**src/design/clmd_pkg.sv**
```systemverilog
`default_nettype none
package clmd_pkg;
    localparam int KEY_LEN = 14;
    localparam int KEY_POS_BITS = 5;

    localparam logic [1:0] MODE_HEADER = 2'd0;
    localparam logic [1:0] MODE_BODY = 2'd1;
    localparam logic [1:0] MODE_HALT = 2'd2;

    localparam logic [1:0] NUM_SKIP = 2'd0;
    localparam logic [1:0] NUM_DIGITS = 2'd1;
    localparam logic [1:0] NUM_DONE = 2'd2;

    localparam logic [1:0] ST_PAYLOAD = 2'd0;
    localparam logic [1:0] ST_NO_LENGTH = 2'd1;
    localparam logic [1:0] ST_TRUNCATED = 2'd2;

    localparam logic [7:0] CH_LF = 8'h0A;
    localparam logic [7:0] CH_CR = 8'h0D;
    localparam logic [7:0] CH_COLON = 8'h3A;

    typedef struct packed {
        logic [7:0] data_byte;
        logic       end_of_input;
    } t_in_item;

    typedef struct packed {
        logic [7:0] payload_byte;
        logic       last_of_message;
        logic [1:0] status;
    } t_out_item;

    function automatic logic [7:0] key_char(input logic [KEY_POS_BITS-1:0] pos);
        logic [7:0] ch;
        case (pos)
            5'd0: ch = "C";
            5'd1: ch = "o";
            5'd2: ch = "n";
            5'd3: ch = "t";
            5'd4: ch = "e";
            5'd5: ch = "n";
            5'd6: ch = "t";
            5'd7: ch = "-";
            5'd8: ch = "L";
            5'd9: ch = "e";
            5'd10: ch = "n";
            5'd11: ch = "g";
            5'd12: ch = "t";
            5'd13: ch = "h";
            default: ch = 8'h00;
        endcase
        return ch;
    endfunction
endpackage
`default_nettype wire

```
**src/design/clmd_if.sv**
```systemverilog
`default_nettype none
interface clmd_in_if;
    logic                valid;
    logic                ready;
    clmd_pkg::t_in_item  data;
    modport source (output valid, output data, input ready);
    modport sink (input valid, input data, output ready);
endinterface

interface clmd_out_if;
    logic                valid;
    logic                ready;
    clmd_pkg::t_out_item data;
    modport source (output valid, output data, input ready);
    modport sink (input valid, input data, output ready);
endinterface
`default_nettype wire

```
**src/design/clmd_front.sv**
```systemverilog
`default_nettype none
module clmd_front #(
    parameter int LENGTH_BITS = 24
) (
    input  wire logic                 i_clk,
    input  wire logic                 i_rst_n,
    input  wire logic                 i_valid,
    input  wire clmd_pkg::t_in_item   i_item,
    output logic                      o_ready,
    output logic                      o_push,
    output clmd_pkg::t_out_item       o_item,
    input  wire logic                 i_full
);
    import clmd_pkg::*;

    localparam logic [LENGTH_BITS-1:0] ACC_MAX = {LENGTH_BITS{1'b1}};

    logic [1:0]             r_mode, n_mode;
    logic                   r_after_le, n_after_le;
    logic                   r_nonempty, n_nonempty;
    logic [KEY_POS_BITS-1:0] r_kpos, n_kpos;
    logic                   r_kmis, n_kmis;
    logic                   r_colon, n_colon;
    logic [1:0]             r_phase, n_phase;
    logic                   r_neg, n_neg;
    logic [LENGTH_BITS-1:0] r_acc, n_acc;
    logic [LENGTH_BITS:0]   r_len, n_len;
    logic [LENGTH_BITS-1:0] r_remain, n_remain;

    logic       take;
    logic [7:0] c;
    logic       digit, blank, matched;
    logic [LENGTH_BITS+3:0] prod;
    logic [LENGTH_BITS-1:0] dec;

    assign o_ready = !i_full;
    assign take = i_valid && o_ready;
    assign c = i_item.data_byte;
    assign digit = (c >= "0") && (c <= "9");
    assign blank = (c == " ") || (c == 8'h09) || (c == 8'h0B) || (c == 8'h0C);
    assign matched = r_colon && !r_kmis && (r_kpos == KEY_POS_BITS'(KEY_LEN));
    assign prod = {1'b0, r_acc, 3'b000} + {3'b000, r_acc, 1'b0}
                + {{LENGTH_BITS{1'b0}}, c[3:0]};
    assign dec = r_remain - 1'b1;

    always_comb begin
        n_mode = r_mode;
        n_after_le = r_after_le;
        n_nonempty = r_nonempty;
        n_kpos = r_kpos;
        n_kmis = r_kmis;
        n_colon = r_colon;
        n_phase = r_phase;
        n_neg = r_neg;
        n_acc = r_acc;
        n_len = r_len;
        n_remain = r_remain;
        o_push = 1'b0;
        o_item = '0;
        if (take) begin
            if (r_mode == MODE_BODY) begin
                o_push = 1'b1;
                if (i_item.end_of_input) begin
                    n_mode = MODE_HALT;
                    o_item.status = ST_TRUNCATED;
                end else begin
                    n_remain = dec;
                    o_item.payload_byte = c;
                    if (dec == '0) begin
                        o_item.last_of_message = 1'b1;
                        n_mode = MODE_HEADER;
                        n_after_le = 1'b0;
                        n_nonempty = 1'b0;
                        n_kpos = '0;
                        n_kmis = 1'b0;
                        n_colon = 1'b0;
                        n_phase = NUM_SKIP;
                        n_neg = 1'b0;
                        n_acc = '0;
                    end
                end
            end else if (r_mode == MODE_HEADER) begin
                if (i_item.end_of_input) begin
                    n_mode = MODE_HALT;
                end else if (c == CH_LF) begin
                    if (r_after_le) begin
                        if (r_len != '0 && !r_len[LENGTH_BITS]) begin
                            n_remain = r_len[LENGTH_BITS-1:0];
                            n_mode = MODE_BODY;
                        end else begin
                            o_push = 1'b1;
                            o_item.status = ST_NO_LENGTH;
                        end
                        n_len = '0;
                    end else if (r_nonempty && matched) begin
                        n_len = r_neg ? ({1'b0, r_acc} ^ {(LENGTH_BITS+1){1'b1}}) + 1'b1
                                      : {1'b0, r_acc};
                    end
                    n_nonempty = 1'b0;
                    n_kpos = '0;
                    n_kmis = 1'b0;
                    n_colon = 1'b0;
                    n_phase = NUM_SKIP;
                    n_neg = 1'b0;
                    n_acc = '0;
                    n_after_le = 1'b1;
                end else if (c != CH_CR) begin
                    n_nonempty = 1'b1;
                    n_after_le = 1'b0;
                    if (!r_colon) begin
                        if (c == CH_COLON) begin
                            n_colon = 1'b1;
                        end else if (r_kpos < KEY_POS_BITS'(KEY_LEN) && c == key_char(r_kpos)) begin
                            n_kpos = r_kpos + 1'b1;
                        end else begin
                            n_kmis = 1'b1;
                        end
                    end else if (matched) begin
                        if (r_phase == NUM_SKIP) begin
                            if (blank) begin
                                n_phase = NUM_SKIP;
                            end else if (c == "+" || c == "-") begin
                                n_neg = (c == "-");
                                n_phase = NUM_DIGITS;
                            end else if (!digit) begin
                                n_phase = NUM_DONE;
                            end else begin
                                n_phase = NUM_DIGITS;
                                n_acc = (prod > {4'b0, ACC_MAX}) ? ACC_MAX : prod[LENGTH_BITS-1:0];
                            end
                        end else if (r_phase == NUM_DIGITS) begin
                            if (digit) begin
                                n_acc = (prod > {4'b0, ACC_MAX}) ? ACC_MAX : prod[LENGTH_BITS-1:0];
                            end else begin
                                n_phase = NUM_DONE;
                            end
                        end
                    end
                end
            end
        end
    end

    always_ff @(posedge i_clk) begin
        if (!i_rst_n) begin
            r_mode <= MODE_HEADER;
            r_after_le <= 1'b0;
            r_nonempty <= 1'b0;
            r_kpos <= '0;
            r_kmis <= 1'b0;
            r_colon <= 1'b0;
            r_phase <= NUM_SKIP;
            r_neg <= 1'b0;
            r_acc <= '0;
            r_len <= '0;
            r_remain <= '0;
        end else begin
            r_mode <= n_mode;
            r_after_le <= n_after_le;
            r_nonempty <= n_nonempty;
            r_kpos <= n_kpos;
            r_kmis <= n_kmis;
            r_colon <= n_colon;
            r_phase <= n_phase;
            r_neg <= n_neg;
            r_acc <= n_acc;
            r_len <= n_len;
            r_remain <= n_remain;
        end
    end

    a_halt_sticky: assert property (@(posedge i_clk) disable iff (!i_rst_n)
        r_mode == MODE_HALT |=> r_mode == MODE_HALT) else $error("halt left");
    a_body_nonzero: assert property (@(posedge i_clk) disable iff (!i_rst_n)
        r_mode == MODE_BODY |-> r_remain != '0) else $error("empty body");
    a_kpos_range: assert property (@(posedge i_clk) disable iff (!i_rst_n)
        r_kpos <= KEY_POS_BITS'(KEY_LEN)) else $error("key position");
endmodule
`default_nettype wire

```
**src/design/clmd_queue.sv**
```systemverilog
`default_nettype none
module clmd_queue (
    input  wire logic                 i_clk,
    input  wire logic                 i_rst_n,
    input  wire logic                 i_push,
    input  wire clmd_pkg::t_out_item  i_item,
    output logic                      o_full,
    clmd_out_if.source                out_ch
);
    import clmd_pkg::*;

    t_out_item  r_mem [2];
    logic       r_wptr, r_rptr;
    logic [1:0] r_count;
    logic       pop;

    assign o_full = (r_count == 2'd2);
    assign out_ch.valid = (r_count != 2'd0);
    assign out_ch.data = r_mem[r_rptr];
    assign pop = out_ch.valid && out_ch.ready;

    always_ff @(posedge i_clk) begin
        if (i_push) begin
            r_mem[r_wptr] <= i_item;
        end
    end

    always_ff @(posedge i_clk) begin
        if (!i_rst_n) begin
            r_wptr <= 1'b0;
            r_rptr <= 1'b0;
            r_count <= 2'd0;
        end else begin
            if (i_push) begin
                r_wptr <= !r_wptr;
            end
            if (pop) begin
                r_rptr <= !r_rptr;
            end
            r_count <= r_count + {1'b0, i_push} - {1'b0, pop};
        end
    end

    a_no_overflow: assert property (@(posedge i_clk) disable iff (!i_rst_n)
        o_full |-> !i_push) else $error("queue overflow");
    a_count_range: assert property (@(posedge i_clk) disable iff (!i_rst_n)
        r_count <= 2'd2) else $error("queue count");
    a_ptr_consistent: assert property (@(posedge i_clk) disable iff (!i_rst_n)
        (r_count == 2'd0 || r_count == 2'd2) |-> r_wptr == r_rptr) else $error("queue pointers");
endmodule
`default_nettype wire

```
**src/design/content_length_message_deframer_core.sv**
```systemverilog
// Content-Length message deframer.
// The in_ch channel carries one stream byte per item, or an end-of-input mark.
// The out_ch channel carries body bytes with a last flag, a status for a
// blank line that had no usable length, and a status for a truncated body.
// The header parser takes one item per cycle while the queue has room and decides
// in that cycle what, if anything, it produces. Results wait in a two-entry queue.
// A result is held in the queue from the cycle after the item that caused it.
// Throughput is one item per cycle while the queue has room.
// When the receiver stalls, the queue fills and in_ch.ready drops, so no
// result is lost; items that produce no result also wait for room.
// Reset puts the parser in header mode with no recorded length and empties
// the queue. After end of input the block ignores items until reset.
`default_nettype none
module content_length_message_deframer_core #(
    parameter int LENGTH_BITS = 24
) (
    input  wire logic  i_clk,
    input  wire logic  i_rst_n,
    clmd_in_if.sink    in_ch,
    clmd_out_if.source out_ch
);
    import clmd_pkg::*;

    logic      push, full;
    t_out_item item;

    clmd_front #(.LENGTH_BITS(LENGTH_BITS)) u_front (
        .i_clk(i_clk), .i_rst_n(i_rst_n),
        .i_valid(in_ch.valid), .i_item(in_ch.data), .o_ready(in_ch.ready),
        .o_push(push), .o_item(item), .i_full(full)
    );

    clmd_queue u_queue (
        .i_clk(i_clk), .i_rst_n(i_rst_n),
        .i_push(push), .i_item(item), .o_full(full), .out_ch(out_ch)
    );
endmodule
`default_nettype wire

```
**src/flat_wrapper.sv**
```systemverilog
// flat-port wrapper written by rule: the top's interface ports become plain ports
module content_length_message_deframer_core_flat import clmd_pkg::*;
#(
    parameter int LENGTH_BITS = 24
)
  (i_clk, i_rst_n, in_ch_valid, in_ch_data, in_ch_ready, out_ch_valid, out_ch_data, out_ch_ready);
  clmd_in_if in_ch_i ();
  clmd_out_if out_ch_i ();
  input  wire logic i_clk;
  input  wire logic i_rst_n;
  input wire logic [$bits(in_ch_i.valid)-1:0] in_ch_valid;
  input wire logic [$bits(in_ch_i.data)-1:0] in_ch_data;
  output wire logic [$bits(in_ch_i.ready)-1:0] in_ch_ready;
  output wire logic [$bits(out_ch_i.valid)-1:0] out_ch_valid;
  output wire logic [$bits(out_ch_i.data)-1:0] out_ch_data;
  input wire logic [$bits(out_ch_i.ready)-1:0] out_ch_ready;
  assign in_ch_i.valid = in_ch_valid;
  assign in_ch_i.data = in_ch_data;
  assign in_ch_ready = in_ch_i.ready;
  assign out_ch_valid = out_ch_i.valid;
  assign out_ch_data = out_ch_i.data;
  assign out_ch_i.ready = out_ch_ready;
  content_length_message_deframer_core #(.LENGTH_BITS(LENGTH_BITS)) u_core (.i_clk(i_clk), .i_rst_n(i_rst_n), .in_ch(in_ch_i), .out_ch(out_ch_i));
endmodule
```
**config.mk**
```make
export PLATFORM = sky130hd
export DESIGN_NAME = content_length_message_deframer_core_flat
export DESIGN_NICKNAME = d
export VERILOG_FILES = /design/src/design/clmd_pkg.sv /design/src/design/clmd_if.sv /design/src/design/clmd_front.sv /design/src/design/clmd_queue.sv /design/src/design/content_length_message_deframer_core.sv /design/src/flat_wrapper.sv
export SDC_FILE = /design/constraint.sdc
export NUM_CORES = 1
export LEC_CHECK = 0
export BUFFER_PORTS_ARGS = -buffer_cell sky130_fd_sc_hd__buf_2
export CORE_MARGIN = 2
export CORE_UTILIZATION = 60
export CTS_CLUSTER_DIAMETER = 100
export DETAILED_ROUTE_END_ITERATION = 6
export PLACE_DENSITY = 0.77
export RECOVER_POWER = 50
export SLEW_MARGIN = 20
export SYNTH_ARGS = -nofsm -noshare
export SYNTH_HDL_FRONTEND = slang
export SYNTH_SLANG_ARGS = --single-unit
```
**constraint.sdc**
```tcl
create_clock -name i_clk -period 8.4 [get_ports i_clk]
set_input_delay 0.84 -clock i_clk [delete_from_list [all_inputs] [get_ports i_clk]]
set_output_delay 0.84 -clock i_clk [all_outputs]
set_load 0.02 [all_outputs]
```
==> flow_results.org <==
** Outcome
- Result of the run :: finished, violations left
- The final reports fail on capacitance limit, slew limit.

** Floorplanning
- Std-Cell Rows :: 41
- Pin placement for this block handled 26 I/O pins.
- Total die area :: 0.0139 mm^2
- Horizontal die dimension :: approximately 120 um
- Area inside the core boundary :: about 0.013 mm^2
- Initial Util :: 61.5%
- Die height :: ~120 um

** Worst setup path
- Together, buffers and inverters on the worst path number 3.
- Crit path kind :: reg2reg
- On the worst path, the slowest cell contributes a delay of around 1500 ps.
- Worst-case reg-to-reg path depth :: 14
- Of all nets on the critical path, the largest fanout is 51.
- CP max-delay cell :: sky130_fd_sc_hd__clkbuf_1
- STA classifies the critical path startpoint as a register.
- Cells along the critical path :: inv_1, nand2_1, clkbuf_1, o21ai_1, nor3_1, and3b_1, nor2b_1, nand2b_1, o22ai_1, nor2_1, inv_1, ha_1, mux2_1, a22o_1
- Critical path data required time :: ~8700 ps
- The worst register-to-register path has a setup slack of 2780 ps.
- For the worst setup path, the data arrival time is a little under 6000 ps.
- The startpoint identified for the worst register-to-register timing path is u_core.u_front.r_mode[1].
- The critical path runs through a total of 14 cells.
- Critical path endpoint category :: register
- By instance count, the cell type seen most on the critical path is sky130_fd_sc_hd__inv_1.
- Grouping stages by cell kind, the critical path spends the most delay in simple AND/OR/NAND/NOR gates.

** Place
- Detailed placement ended at an HPWL of 12900 um.
- Cell Count Post-Placement :: 1069
- Port-buffer cells :: 25
- The placed instances occupy a cell area of 0.00799 mm^2.
- Routability-driven placement finished with a final weighted congestion of 0.938.

** Final layout
- Number of inserted diodes :: 0
- After routing the design area is 0.00851 mm^2.
- The finished layout holds 1101 standard cells, fillers aside.
- Fraction of final layout cells with drive strength greater than 1 :: under 10%
- Cells fill between 60% and 70% of the core in the end.
- From synthesis to final layout, the design area changed by 9.30%.
- At the end of the flow, the number of nets in the layout was 991.

** Clock network
- Clock root buffer :: sky130_fd_sc_hd__clkbuf_16
- Clock latency on the worst-skew pair :: 420 ps
- Post-CTS repair changed the size of 0 cells.
- TritonCTS built the clock tree.
- Counting the buffers created by CTS gives 17.
- After clock tree synthesis, the clock-pin slew on the worst setup and hold paths is 60 ps.
- Number of hold-repair buffers added at the cts stage :: 0
- The longest clock path from root to sink contains 2 buffers.
- Once the clock tree was built, the setup fixing pass inserted 0 buffers.
- Clock tree sinks :: 121
- The H-tree was split into 4 levels.

** Synthesis
- Top-area cell type share of the netlist area :: between 20% and 30%
- Synthesized instance count :: 917
- The Yosys step of the flow raised 0 warnings.
- Number of flip-flops and latches in the synthesized netlist :: about 120
- Leading area contributor after synthesis :: sky130_fd_sc_hd__dfxtp_1
- Summing the sequential cell areas from Yosys gives 33.9% of the chip area.
- Primary flip-flop cell chosen by synthesis mapping :: sky130_fd_sc_hd__dfxtp_1
- Most numerous cell in the Yosys netlist :: sky130_fd_sc_hd__nor2_1
- The cell area that synthesis handed to floorplanning was 0.00779 mm^2.
- Ys async rst share :: 0%
- Mean Syn Cell Area :: 8.50 um^2
- Number of enable flip-flop cells after synthesis :: 22
- Cell types with the highest counts after synthesis :: sky130_fd_sc_hd__nor2_1 (114), sky130_fd_sc_hd__dfxtp_1 (99), sky130_fd_sc_hd__a21oi_1 (69)
- Synth cell types :: 74
- Top area cells in the synthesized netlist :: sky130_fd_sc_hd__dfxtp_1 (25%), sky130_fd_sc_hd__ha_1 (9.6%), sky130_fd_sc_hd__edfxtp_1 (8.5%), sky130_fd_sc_hd__nor2_1 (5.5%), sky130_fd_sc_hd__a21oi_1 (4.4%)
- Counting every net in the synthesized netlist gives around 1000.

** Hold path
- The path with the worst hold slack has its endpoint at u_core.u_front.r_remain[12].
- Worst hold path type :: reg2reg
- Min-delay src :: u_core.u_front.r_remain[12]
- The worst hold path passes through 2 cells.

** GRT
- Summed over all layers, the global routing overflow is 0.
- The number of global-route vias before repair came to approximately 6400.
- Global-route wire length before repair :: 30500 um
- Pin count of the biggest net entering global routing :: 66
- Across every metal layer, demand over resource in global routing totals a little over a quarter.
- The initial antenna violation count was 0.

** Drt
- Detailed routing inserted a total of 6939 vias.
- Antenna violation net count after detailed routing :: 0
- The first routing iteration left 661 violations.
- Length of the first detailed-routing pass in iterations :: 6
- Per-cell via count in the routed design :: approximately 6.3
- Total DRC errors in the routed layout :: 0
- DRT Wirelength :: ~18000 um
- Dividing the detail-routed wire length by the instance count gives 16.6 um.

** Power and ir drop
- Int Pwr :: 1.03 mW
- Clock group share of total power :: 52.5%
- Power density cells :: 154 mW/mm^2
- Across the VDD grid, the largest voltage drop is 0.000143 V.
- The share of total power dissipated in combinational logic is 2.4%.
- Sequential power share :: about 45%
- Net switching fraction of the power :: roughly 22%
- Static power due to leakage :: 3.51 nW
- Switching power total :: between 200 and 300 uW

** STA
- Unrepaired setup endpoints after global routing :: false
- Setup total negative slack :: 0 ps
- Final critical-path required period :: 5620 ps
- Maximum clock skew at final layout :: 6.47 ps
- Setup violations remaining at the end of the flow were counted as 0.
- Count of endpoints failing hold in the final timing report :: 0
- For the pin with the worst max-slew slack, the measured transition is a little under 3000 ps.
- Max transition margin :: -97.4%
- Pins over their slew limit :: 157
- Highest attainable clock frequency :: 0.178 GHz
- Dividing the final minimum period by the clock period gives approximately 67%.

** Run
- The tool flagged a number of max-cap violations equal to 3.
-- cell usage in the layout (no fill, tap or decap), types with 7 or more instances in the layout --
cell and instances:
sky130_fd_sc_hd__nor2_1 114, sky130_fd_sc_hd__dfxtp_1 99, sky130_fd_sc_hd__a21oi_1 69, sky130_fd_sc_hd__ha_1 60
sky130_fd_sc_hd__nand2_1 59, sky130_fd_sc_hd__o21ai_0 49, sky130_fd_sc_hd__xnor2_1 34, sky130_fd_sc_hd__nor3_1 31
sky130_fd_sc_hd__a22oi_1 26, sky130_fd_sc_hd__inv_1 24, sky130_fd_sc_hd__a221o_1 24, sky130_fd_sc_hd__xor2_1 22
sky130_fd_sc_hd__edfxtp_1 22, sky130_fd_sc_hd__clkbuf_1 18, sky130_fd_sc_hd__clkbuf_16 17, sky130_fd_sc_hd__nor4_1 16
sky130_fd_sc_hd__nand2b_1 14, sky130_fd_sc_hd__a21o_1 14, sky130_fd_sc_hd__nand3_1 13, sky130_fd_sc_hd__a31oi_1 13
sky130_fd_sc_hd__or3_1 12, sky130_fd_sc_hd__and3_1 12, sky130_fd_sc_hd__mux2_2 12, sky130_fd_sc_hd__o31ai_1 12
sky130_fd_sc_hd__or4_1 11, sky130_fd_sc_hd__buf_2 10, sky130_fd_sc_hd__nand3b_1 7, sky130_fd_sc_hd__nand4_1 7
sky130_fd_sc_hd__o21a_1 7
-- worst min-delay path: cells and delay by family, from the launching register on --
| kind | cells | cell delay [ps] |
|---|---|---|
| buffers and inverters | 1 | 60 |
| AO/OA/AOI/OAI | 1 | 60 |
| flip-flops | 1 | 330 |
-- worst max path at each step --
stage / from / end / slack (ps)
floorplan: in_ch_data[4] / u_core.u_front.r_acc[23] / 4190
global route: u_core.u_front.r_mode[1] / register / 2400
detailed placement: in_ch_data[4] / u_core.u_front.r_acc[1] / 3600
global placement: in_ch_data[4] / u_core.u_front.r_acc[23] / 3670
finish: u_core.u_front.r_mode[1] / register / 2780
CTS: u_core.u_front.r_remain[0] / register / 3600
-- cells by family after synthesis --
| group | Yosys count | share of synthesized area, % |
|---|---|---|
| adder cells (fa/ha/maj) | 62 | 10.2 |
| AO/OA/AOI/OAI | 266 | 23.3 |
| AND/OR/NAND/NOR | 321 | 20.3 |
| buffers and inverters | 75 | 3.74 |
| flip-flops | 121 | 33.9 |
| multiplexers | 16 | 2.26 |
| XOR/XNOR | 56 | 6.30 |
-- sequential cells by signal, summed over array words and instances (netlist names), 2 cells and up, named ones only --
register                 flops
u_core.u_front.r_len        25
u_core.u_front.r_acc        24
u_core.u_front.r_remain     24
u_core.u_queue.r_mem        22
u_core.u_front.r_kpos        5
u_core.u_front.r_mode        2
u_core.u_front.r_phase       2
u_core.u_queue.r_count       2
-- layer usage --
metal  part of all wire, %  global-route usage (%)  vias up  wire length [um]
met4                   1.8                    9.56        0               336
met2                    45                    41.2      256              8260
met5                     0                       0        -                 0
li1                      -                       -     3421                 -
met3                   6.2                    5.38       39              1130
met1                    47                    36.7     3223              8580
-- power groups by stage --
stage                     combinational, mW  sequential (mW)  clock (mW)
after floorplan                      0.0204            0.603           0
after global placement               0.0302            0.603           0
after detailed placement             0.0313            0.603           0
after CTS                            0.0317            0.591       0.692
after global routing                 0.0345            0.591       0.723
final                                0.0321            0.591       0.688
-- area by class of cell --
| class | instances | area, um^2 |
|---|---|---|
| Clock inverter | 14 | 133 |
| Timing Repair Buffer | 30 | 136 |
| Fill cell | 1040 | 4160 |
| Tap cell | 172 | 215 |
| Sequential cell | 121 | 2640 |
| Inverter | 25 | 93.8 |
| Multi-Input combinational cell | 721 | 4860 |
| Clock buffer | 18 | 429 |
-- metrics by stage --
stage | setup slack [ps] | power (mW) | hold slack, ps
final | 2780 | 1.31 | 495
after global routing | 2400 | 1.35 | 516
after CTS | 3600 | 1.31 | 486
after detailed placement | 3600 | 0.634 | 475
after global placement | 3670 | 0.633 | 461
after floorplan | 4190 | 0.623 | 445
Power figures use the tool's default switching activity.
